`config.mk`:
```
export PLATFORM = sky130hd
export DESIGN_NAME = blre_run_logic
export DESIGN_NICKNAME = d
export VERILOG_FILES = /design/src/sv/binary_line_run_extractor_unit_defines.svh /design/src/sv/blre_pkg.sv /design/src/sv/blre_run_logic.sv
export SDC_FILE = /design/constraint.sdc
export NUM_CORES = 1
export LEC_CHECK = 0
export ABC_AREA = 0
export BUFFER_PORTS_ARGS = -buffer_cell sky130_fd_sc_hd__buf_2
export CAP_MARGIN = 40
export CORE_MARGIN = 5
export CORE_UTILIZATION = 41
export DETAILED_ROUTE_END_ITERATION = 12
export PLACE_DENSITY = 0.67
export SLEW_MARGIN = 0
export SYNTH_ARGS = -nofsm -noshare
export SYNTH_HDL_FRONTEND = slang
export SYNTH_SLANG_ARGS = --single-unit
```
`constraint.sdc`:
```
create_clock -name vclk -period 16
set_clock_uncertainty 0.15 [all_clocks]
set_input_delay 0.8 -clock vclk [all_inputs]
set_output_delay 0.8 -clock vclk [all_outputs]
set_load 0.01 [all_outputs]
```
`src/sv/binary_line_run_extractor_unit_defines.svh`:
```
// Assertion macros for the binary line run extractor.
// Included by files that carry concurrent checks; no other dependencies.
`ifndef BINARY_LINE_RUN_EXTRACTOR_UNIT_DEFINES_SVH
`define BINARY_LINE_RUN_EXTRACTOR_UNIT_DEFINES_SVH

`ifndef SYNTHESIS
// Check a property while out of reset
`define BLRE_ASSERT(lbl, clk, rst, prop) \
   lbl: assert property (@(posedge clk) disable iff (rst) prop) \
      else $error("blre check failed");
// Check a property at every edge, reset included
`define BLRE_ASSERT_NR(lbl, clk, prop) \
   lbl: assert property (@(posedge clk) prop) \
      else $error("blre reset check failed");
`else
`define BLRE_ASSERT(lbl, clk, rst, prop)
`define BLRE_ASSERT_NR(lbl, clk, prop)
`endif

`endif

```
`src/sv/blre_pkg.sv`:
```
// Shared types, constants and helpers of the binary line run extractor.
// No dependencies; used by blre_rsp_if and all modules but the line store.
package blre_pkg;

   localparam int OUT_W          = 10;
   localparam int CFG_W          = 11;
   localparam int IDX_W          = 2;
   localparam int MODE_W         = 2;
   localparam int LAST_W         = 12;
   localparam int DEF_MAX_WIDTH  = 1024;
   localparam int DEF_MAX_HEIGHT = 1024;
   localparam logic [CFG_W-1:0] SIZE_RST = 11'd1024;

   typedef enum logic [MODE_W-1:0] {
      MODE_HORIZ      = 2'd0,
      MODE_VERT       = 2'd1,
      MODE_DIAG_RIGHT = 2'd2,
      MODE_DIAG_LEFT  = 2'd3
   } mode_type;

   typedef enum logic [IDX_W-1:0] {
      CSR_MODE   = 2'd0,
      CSR_WIDTH  = 2'd1,
      CSR_HEIGHT = 2'd2
   } csr_index_type;

   // Flags of the pixel held in the working register
   typedef struct packed {
      logic pixel;
      logic last_col;
      logic last_row;
   } pix_ctl_type;

   // Control decisions of one pixel step
   typedef struct packed {
      logic emit;
      logic store_we;
      logic store_active;
      logic row_active;
   } step_ctl_type;

   // Last valid index for a size register: zero counts as one, above max as max
   function automatic logic [LAST_W-1:0] last_index(input logic [CFG_W-1:0] v,
                                                    input int unsigned maxv);
      int unsigned t;
      if (v == '0) begin
         t = 0;
      end else if (32'(v) > maxv) begin
         t = maxv - 1;
      end else begin
         t = 32'(v) - 1;
      end
      return LAST_W'(t);
   endfunction

endpackage

```
`src/sv/blre_run_logic.sv`:
```
// Step logic for one pixel: run tracking in all four directions and the
// run result. Depends on blre_pkg.
module blre_run_logic #(
   parameter int CW = 10,
   parameter int RW = 10
) (
   input  blre_pkg::mode_type            mode,
   input  blre_pkg::pix_ctl_type         pix_ctl,
   input  logic [RW-1:0]                 row,
   input  logic [CW-1:0]                 col,
   input  logic                          rd_active,
   input  logic [RW-1:0]                 rd_start,
   input  logic                          hold_active,
   input  logic [RW-1:0]                 hold_start,
   input  logic                          row_active,
   input  logic [CW-1:0]                 row_start,
   output blre_pkg::step_ctl_type        step_ctl,
   output logic [RW-1:0]                 store_start,
   output logic [CW-1:0]                 row_start_in,
   output logic [blre_pkg::OUT_W-1:0]    start_row,
   output logic [blre_pkg::OUT_W-1:0]    start_col,
   output logic [blre_pkg::OUT_W-1:0]    end_row,
   output logic [blre_pkg::OUT_W-1:0]    end_col
);
   import blre_pkg::*;

   localparam int XW0 = (CW > RW) ? CW : RW;
   localparam int XW  = (XW0 > OUT_W) ? XW0 : OUT_W;

   logic          ra;
   logic [CW-1:0] rs;
   logic          in_act;
   logic [RW-1:0] in_st;
   logic          edge_hit;
   logic [RW-1:0] st;
   logic [XW-1:0] cx;
   logic [XW-1:0] rx;
   logic [XW-1:0] ecx;
   logic [XW-1:0] dx;
   logic [XW-1:0] sr_x;
   logic [XW-1:0] sc_x;
   logic [XW-1:0] er_x;
   logic [XW-1:0] ec_x;

   always_comb begin
      step_ctl     = '0;
      store_start  = '0;
      ra           = row_active;
      rs           = row_start;
      in_act       = 1'b0;
      in_st        = rd_start;
      edge_hit     = 1'b0;
      st           = row;
      cx           = XW'(col);
      rx           = XW'(row);
      ecx          = cx;
      dx           = '0;
      sr_x         = '0;
      sc_x         = '0;
      er_x         = '0;
      ec_x         = '0;

      if (mode == MODE_HORIZ) begin
         // Horizontal: drop an open run at the row start
         if (col == '0) begin
            ra = 1'b0;
         end
         if (pix_ctl.pixel) begin
            if (!ra) begin
               ra = 1'b1;
               rs = col;
            end
            if (pix_ctl.last_col) begin
               if (rs < col) begin
                  step_ctl.emit = 1'b1;
                  sr_x = rx;
                  sc_x = XW'(rs);
                  er_x = rx;
                  ec_x = cx;
               end
               ra = 1'b0;
            end
         end else begin
            if (ra && ((XW'(rs) + 1'b1) < cx)) begin
               step_ctl.emit = 1'b1;
               sr_x = rx;
               sc_x = XW'(rs);
               er_x = rx;
               ec_x = cx - 1'b1;
            end
            ra = 1'b0;
         end
      end else begin
         // Pick the incoming run from the line store or the diagonal hold
         case (mode)
            MODE_VERT: begin
               in_act   = (row != '0) && rd_active;
               in_st    = rd_start;
               edge_hit = pix_ctl.last_row;
            end
            MODE_DIAG_RIGHT: begin
               in_act   = (row != '0) && (col != '0) && hold_active;
               in_st    = hold_start;
               edge_hit = pix_ctl.last_row || pix_ctl.last_col;
            end
            MODE_DIAG_LEFT: begin
               in_act   = (row != '0) && !pix_ctl.last_col && rd_active;
               in_st    = pix_ctl.last_col ? '0 : rd_start;
               edge_hit = pix_ctl.last_row || (col == '0);
            end
            default: begin
               in_act   = 1'b0;
               in_st    = rd_start;
               edge_hit = 1'b0;
            end
         endcase

         step_ctl.store_we = 1'b1;
         if (pix_ctl.pixel) begin
            st = in_act ? in_st : row;
            if (edge_hit) begin
               // Run ends on its own pixel at the image edge
               if (st < row) begin
                  step_ctl.emit = 1'b1;
                  dx   = rx - XW'(st);
                  sr_x = XW'(st);
                  er_x = rx;
                  ec_x = cx;
                  if (mode == MODE_DIAG_RIGHT) begin
                     sc_x = cx - dx;
                  end else if (mode == MODE_DIAG_LEFT) begin
                     sc_x = cx + dx;
                  end else begin
                     sc_x = cx;
                  end
               end
            end else begin
               step_ctl.store_active = 1'b1;
               store_start           = st;
            end
         end else begin
            // Zero pixel closes the run that reached it
            store_start = in_st;
            if (in_act && ((XW'(in_st) + 1'b1) < rx)) begin
               step_ctl.emit = 1'b1;
               er_x = rx - 1'b1;
               if (mode == MODE_DIAG_RIGHT) begin
                  ecx = cx - 1'b1;
               end else if (mode == MODE_DIAG_LEFT) begin
                  ecx = cx + 1'b1;
               end else begin
                  ecx = cx;
               end
               dx   = er_x - XW'(in_st);
               sr_x = XW'(in_st);
               ec_x = ecx;
               if (mode == MODE_DIAG_RIGHT) begin
                  sc_x = ecx - dx;
               end else if (mode == MODE_DIAG_LEFT) begin
                  sc_x = ecx + dx;
               end else begin
                  sc_x = ecx;
               end
            end
         end
      end

      step_ctl.row_active = ra;
      row_start_in        = rs;
      start_row           = sr_x[OUT_W-1:0];
      start_col           = sc_x[OUT_W-1:0];
      end_row             = er_x[OUT_W-1:0];
      end_col             = ec_x[OUT_W-1:0];
   end

endmodule

```
# After elaboration in Yosys (flattened, before gate mapping)

Index checks and enable logic that the tools add are counted.

Add/subtract/negate cells: 11
Magnitude comparators: 4
Divide/modulo/power cells: 0
Reductions and logical operators: 14
Bitwise operators: 0
Eq/ne operators: 3
Muxes and demuxes: 74
Shifts and indexed selects: 0
Multiply operators: 0

Operator list:

| kind                                                | count |
|---|---|
| 2-to-1 mux 10 bit                                   | 52 |
| < comparator 10 bit                                 | 4 |
| subtractor 10 bit                                   | 4 |
| adder 10 x 1 -> 10 bit (second input constant)      | 3 |
| adder 10 bit                                        | 2 |
| case mux 10 bit (2 select lines)                    | 1 |
| nonzero test 10 bit                                 | 2 |
| subtractor 10 x 1 -> 10 bit (second input constant) | 2 |
| 2-to-1 mux 1 bit                                    | 18 |
| zero test 10 bit                                    | 1 |
| logical AND 1 bit                                   | 7 |
| case mux 1 bit (3 select lines)                     | 2 |
| == test 2 bit (second input constant)               | 2 |
| == test 2 x 1 -> 1 bit (second input constant)      | 1 |
| zero test 2 bit                                     | 1 |
| logical OR 1 bit                                    | 2 |
| 2-to-1 mux 2 bit                                    | 1 |
| zero test 1 bit                                     | 1 |

Bits in writable memories: 0
Bits of input ports: 58
Output and inout port bits: 64
Bits in latches: 0
Memory bits (read-only): 0
Register bits: 0
Word-level logic and storage cells: 106
Memories: 0

# Depth between registers and ports, before layout

Depth in word-level cells: 15
Gate-level depth with buffers: 26
Gate-level depth less buffers: 24

# Worst setup path before layout

Ideal clock, no wire load.

Kind: input to output
From: input col[0]
To: output start_col[9] in the netlist's numbering
Buffers on the path: 2
Required time: 15.050 ns
Stages on the path: 26
Slack: 9.387 ns
Data arrival time: 5.663 ns
Cell sequence: buf_2 inv_1 ha_1 nor3b_2 nand3_1 a31o_2 nand2b_1 clkbuf_1 nor2_1 a21oi_1 inv_1 fa_1 nand2b_1 a21oi_1 a21o_1 a21o_1 xor2_1 inv_1 ha_1 or3_1 a2111oi_0 o41ai_1 or3_1 mux2i_1 nor3_1 a41oi_2

Cells in the longest elaborated chain, start to end: 14
Elaborated cells on any way between the ends: 45
Those cells by class: add/sub: 7; order compare: 3; mux: 28; reduce/logical: 7

Ends and longest elaborated chain:

| item                            | line                  | text |
|---|---|---|
| start: declaration              | blre_run_logic.sv:10  | `input logic [CW-1:0] col,` |
| nonzero test 10 bit             | blre_run_logic.sv:102 | `in_act = (row != '0) && (col != '0) && hold_active;` |
| logical AND 1 bit (2 in series) | blre_run_logic.sv:102 |  |
| case mux 1 bit (3 select lines) | blre_run_logic.sv:95  | `case (mode)` |
| 2-to-1 mux 1 bit                | blre_run_logic.sv:63  | `if (mode == MODE_HORIZ) begin` |
| 2-to-1 mux 10 bit               | blre_run_logic.sv:120 | `st = in_act ? in_st : row;` |
| subtractor 10 bit               | blre_run_logic.sv:125 | `dx = rx - XW'(st);` |
| adder 10 bit                    | blre_run_logic.sv:132 | `sc_x = cx + dx;` |
| 2-to-1 mux 10 bit               | blre_run_logic.sv:131 | `end else if (mode == MODE_DIAG_LEFT) begin` |
| 2-to-1 mux 10 bit               | blre_run_logic.sv:129 | `if (mode == MODE_DIAG_RIGHT) begin` |
| 2-to-1 mux 10 bit               | blre_run_logic.sv:123 | `if (st < row) begin` |
| 2-to-1 mux 10 bit               | blre_run_logic.sv:121 | `if (edge_hit) begin` |
| 2-to-1 mux 10 bit               | blre_run_logic.sv:119 | `if (pix_ctl.pixel) begin` |
| 2-to-1 mux 10 bit *             | blre_run_logic.sv:63  |  |
| end: declaration                | blre_run_logic.sv:21  | `output logic [blre_pkg::OUT_W-1:0] start_col,` |

Mark *: on every way between the ends. The rest lies on a longest branch, timed or not. The select of a mux whose other input is x is not followed.

# Worst setup path in the final report

From: input col[1]
To: output start_col[7] in the netlist's numbering

Same word-level chain as after synthesis.

==> out/metrics.csv <==
stage,metric,value,unit
layout,fin cells,1083,
sta,Pins Over Slew Limit,0,
detailed_routing,metal3 WL,1820,um
grt,Tot GR Track Use,24.4,%
sta,Slew HR,39.6,%
power_and_ir_drop,Psw,229,uW
synth,syn nets,972,
worst_setup_path,cell family with most CP delay,compound AO/OA/AOI/OAI gates,
layout,"commonest non-fill, non-tap cell in the layout",buf_2,
sta,final hold vios,0,
layout,filler cell count,1454,
clock_tree,Post-CTS Setup Repair Bufs,0,
layout,final instance area,0.00625,mm2
power_and_ir_drop,Pleak,0.00296,uW
worst_setup_path,Worst setup EP type,output port,
layout,diode count,0,
layout,Layout Area Growth over Synthesis,12.6,%
grt,initial antenna violation count,0,
power_and_ir_drop,clock share of power,0,%
floorplan,Die Ht,126,um
layout,final net count,1060,
sta,RSZ-0062 raised after global routing,false,
worst_setup_path,Crit Path Class,in -> out,
flow_run,max cap viols,0,
floorplan,row cnt,42,
sta,final cycle utilization of the critical path,49.7,%
placement,HPWL after detailed placement,16700,um
sta,min Tclk post-route,7.95,ns
detailed_routing,Post-route DRC,0,
detailed_routing,DR pass1 iterations,5,
worst_setup_path,Startpoint Class,input port,
grt,largest net degree at the start of global routing,46,
floorplan,Initial Util,41.9,%
synth,mapped cell area,0.00555,mm2
worst_setup_path,CP required,15.05,ns
floorplan,Die ar.,0.0160,mm2
layout,"commonest cells after routing, fill and taps aside","buf_2 (123), ha_1 (87), inv_1 (75)",
synth,Post-Syn Instances,821,
layout,CLK BUF,0,
placement,"Cell Area, Placed",0.00625,mm2
power_and_ir_drop,peak supply drop,26.9,uV
floorplan,CORE AREA,0.0132,mm2
synth,Area contributors post-synth,"ha_1 (20%), xnor2_1 (7.3%), a21oi_1 (5.6%)",
detailed_routing,post-DR wirelength/cell,19.0,um
synth,Ys Warns,0,
power_and_ir_drop,Switching Share,60.0,%
power_and_ir_drop,Seq pwr share,0,%
detailed_routing,top layer in use,met4,
detailed_routing,final wirelength,20500,um
floorplan,Die W,126,um
placement,number of port buffers,122,
synth,Mean Syn Cell Area,6.76,um2
sta,Peak Freq,126,MHz
placement,placer congestion estimate,0.987,
detailed_routing,met2 wire len,8860,um
sta,slew at the pin closest to its max-slew limit,0.905,ns
worst_setup_path,Worst Path Arrival,7.00,ns
power_and_ir_drop,power density cells,60.9,mW/mm2
sta,"Setup violations, final",0,
detailed_routing,remaining antenna violation count,0,
clock_tree,Post-CTS Resized,0,
placement,dpl cells,1083,
clock_tree,CTS Hold Buffers Added,0,
floorplan,IO Pins,122,
synth,Yosys top cell area share,19.6,%
layout,proportion of layout cells with a drive suffix above 1,16.9,%
synth,"Seq/Total Area, Yosys",0,%
synth,most area-hungry cell type in the Yosys netlist,ha_1,
worst_setup_path,slowest CP cell,a2111oi_0,
synth,library cells used by synthesis,69,
sta,Setup TNS,0,ns
grt,first-pass GRT wire length,32800,um
worst_setup_path,crit-path max FO,22,
min_path,Worst Hold Class,in -> out,
layout,register area,0,um2
detailed_routing,Vias per Instance,6.09,
grt,vias in the first global route,6227,
detailed_routing,Metal-1 WL,9040,um
detailed_routing,First DRT Iteration DRCs,609,
grt,GR Overflow Total,0,
outcome,status,completed,
worst_setup_path,worst path buffer plus inverter count,5,
detailed_routing,vias,6594,
worst_setup_path,Max stage delay on crit path,0.65,ns
power_and_ir_drop,Comb power frac,100.0,%
layout,sequential cells,0,
power_and_ir_drop,Power Internal,152,uW
[worst paths after layout]
path,start,end,cells after the start
max,col[1],start_col[7],26
min,row_start[4],row_start_in[4],3
[power by group through the flow]
stage | combinational [uW] | sequential (uW) | clock (uW)
finish | 381 | 0 | 0
global route | 424 | 0 | 0
CTS | 377 | 0 | 0
detailed placement | 375 | 0 | 0
global placement | 373 | 0 | 0
floorplan | 275 | 0 | 0
[per-stage QoR]
stage	setup WS, ns	hold WS [ns]	total power (uW)	util (%)
3_3_place_gp	8.31	1.82	373	47.2
5_1_grt	7.59	1.86	424	47.2
6_report	8.05	1.84	381	47.2
4_1_cts	8.20	1.83	377	47.2
2_1_floorplan	9.39	1.53	275	-
3_5_place_dp	8.20	1.83	375	47.2
[final cells by class]
type,instances,area (um2),area share (%)
Inverter,76,285,4.56
Multi-Input combinational cell,701,5080,81.2
Tap cell,176,220,3.52
Timing Repair Buffer,130,668,10.7
[logic make-up after synthesis]
group,count (synthesis),synth area share [%]
muxes,14,2.75
xor gates and xnor gates,64,10.2
adders and majority gates,93,21.8
buffers and inverters,120,8.54
AOI/OAI and AO/OA,277,34.0
and+or+nand+nor,253,22.7
[synth_stat cells, drive strengths merged (6+ instances only)]
library cell	number
or3	17
xor2	17
inv	76
mux2	10
nand4	13
nor4	8
a31oi	10
o21a	6
o31ai	6
a21oi	62
a22oi	9
a221oi	11
buf	15
a21o	18
nand3	22
nor2	58
ha	87
nand2b	9
o21ai	53
a22o	12
o22ai	13
nor2b	13
nand2	64
o21bai	9
and3	8
nor3	25
a211oi	14
clkbuf	29
xnor2	47
o41ai	7
fa	6
o211ai	11
[metal layers]
layer / up-vias / GRT usage, %
met3: 45 / 2.82
li1: 3197 / -
met1: 3018 / 33.7
met4: 0 / 7.95
met2: 334 / 39.6
met5: - / 0
Power figures use the tool's default switching activity.
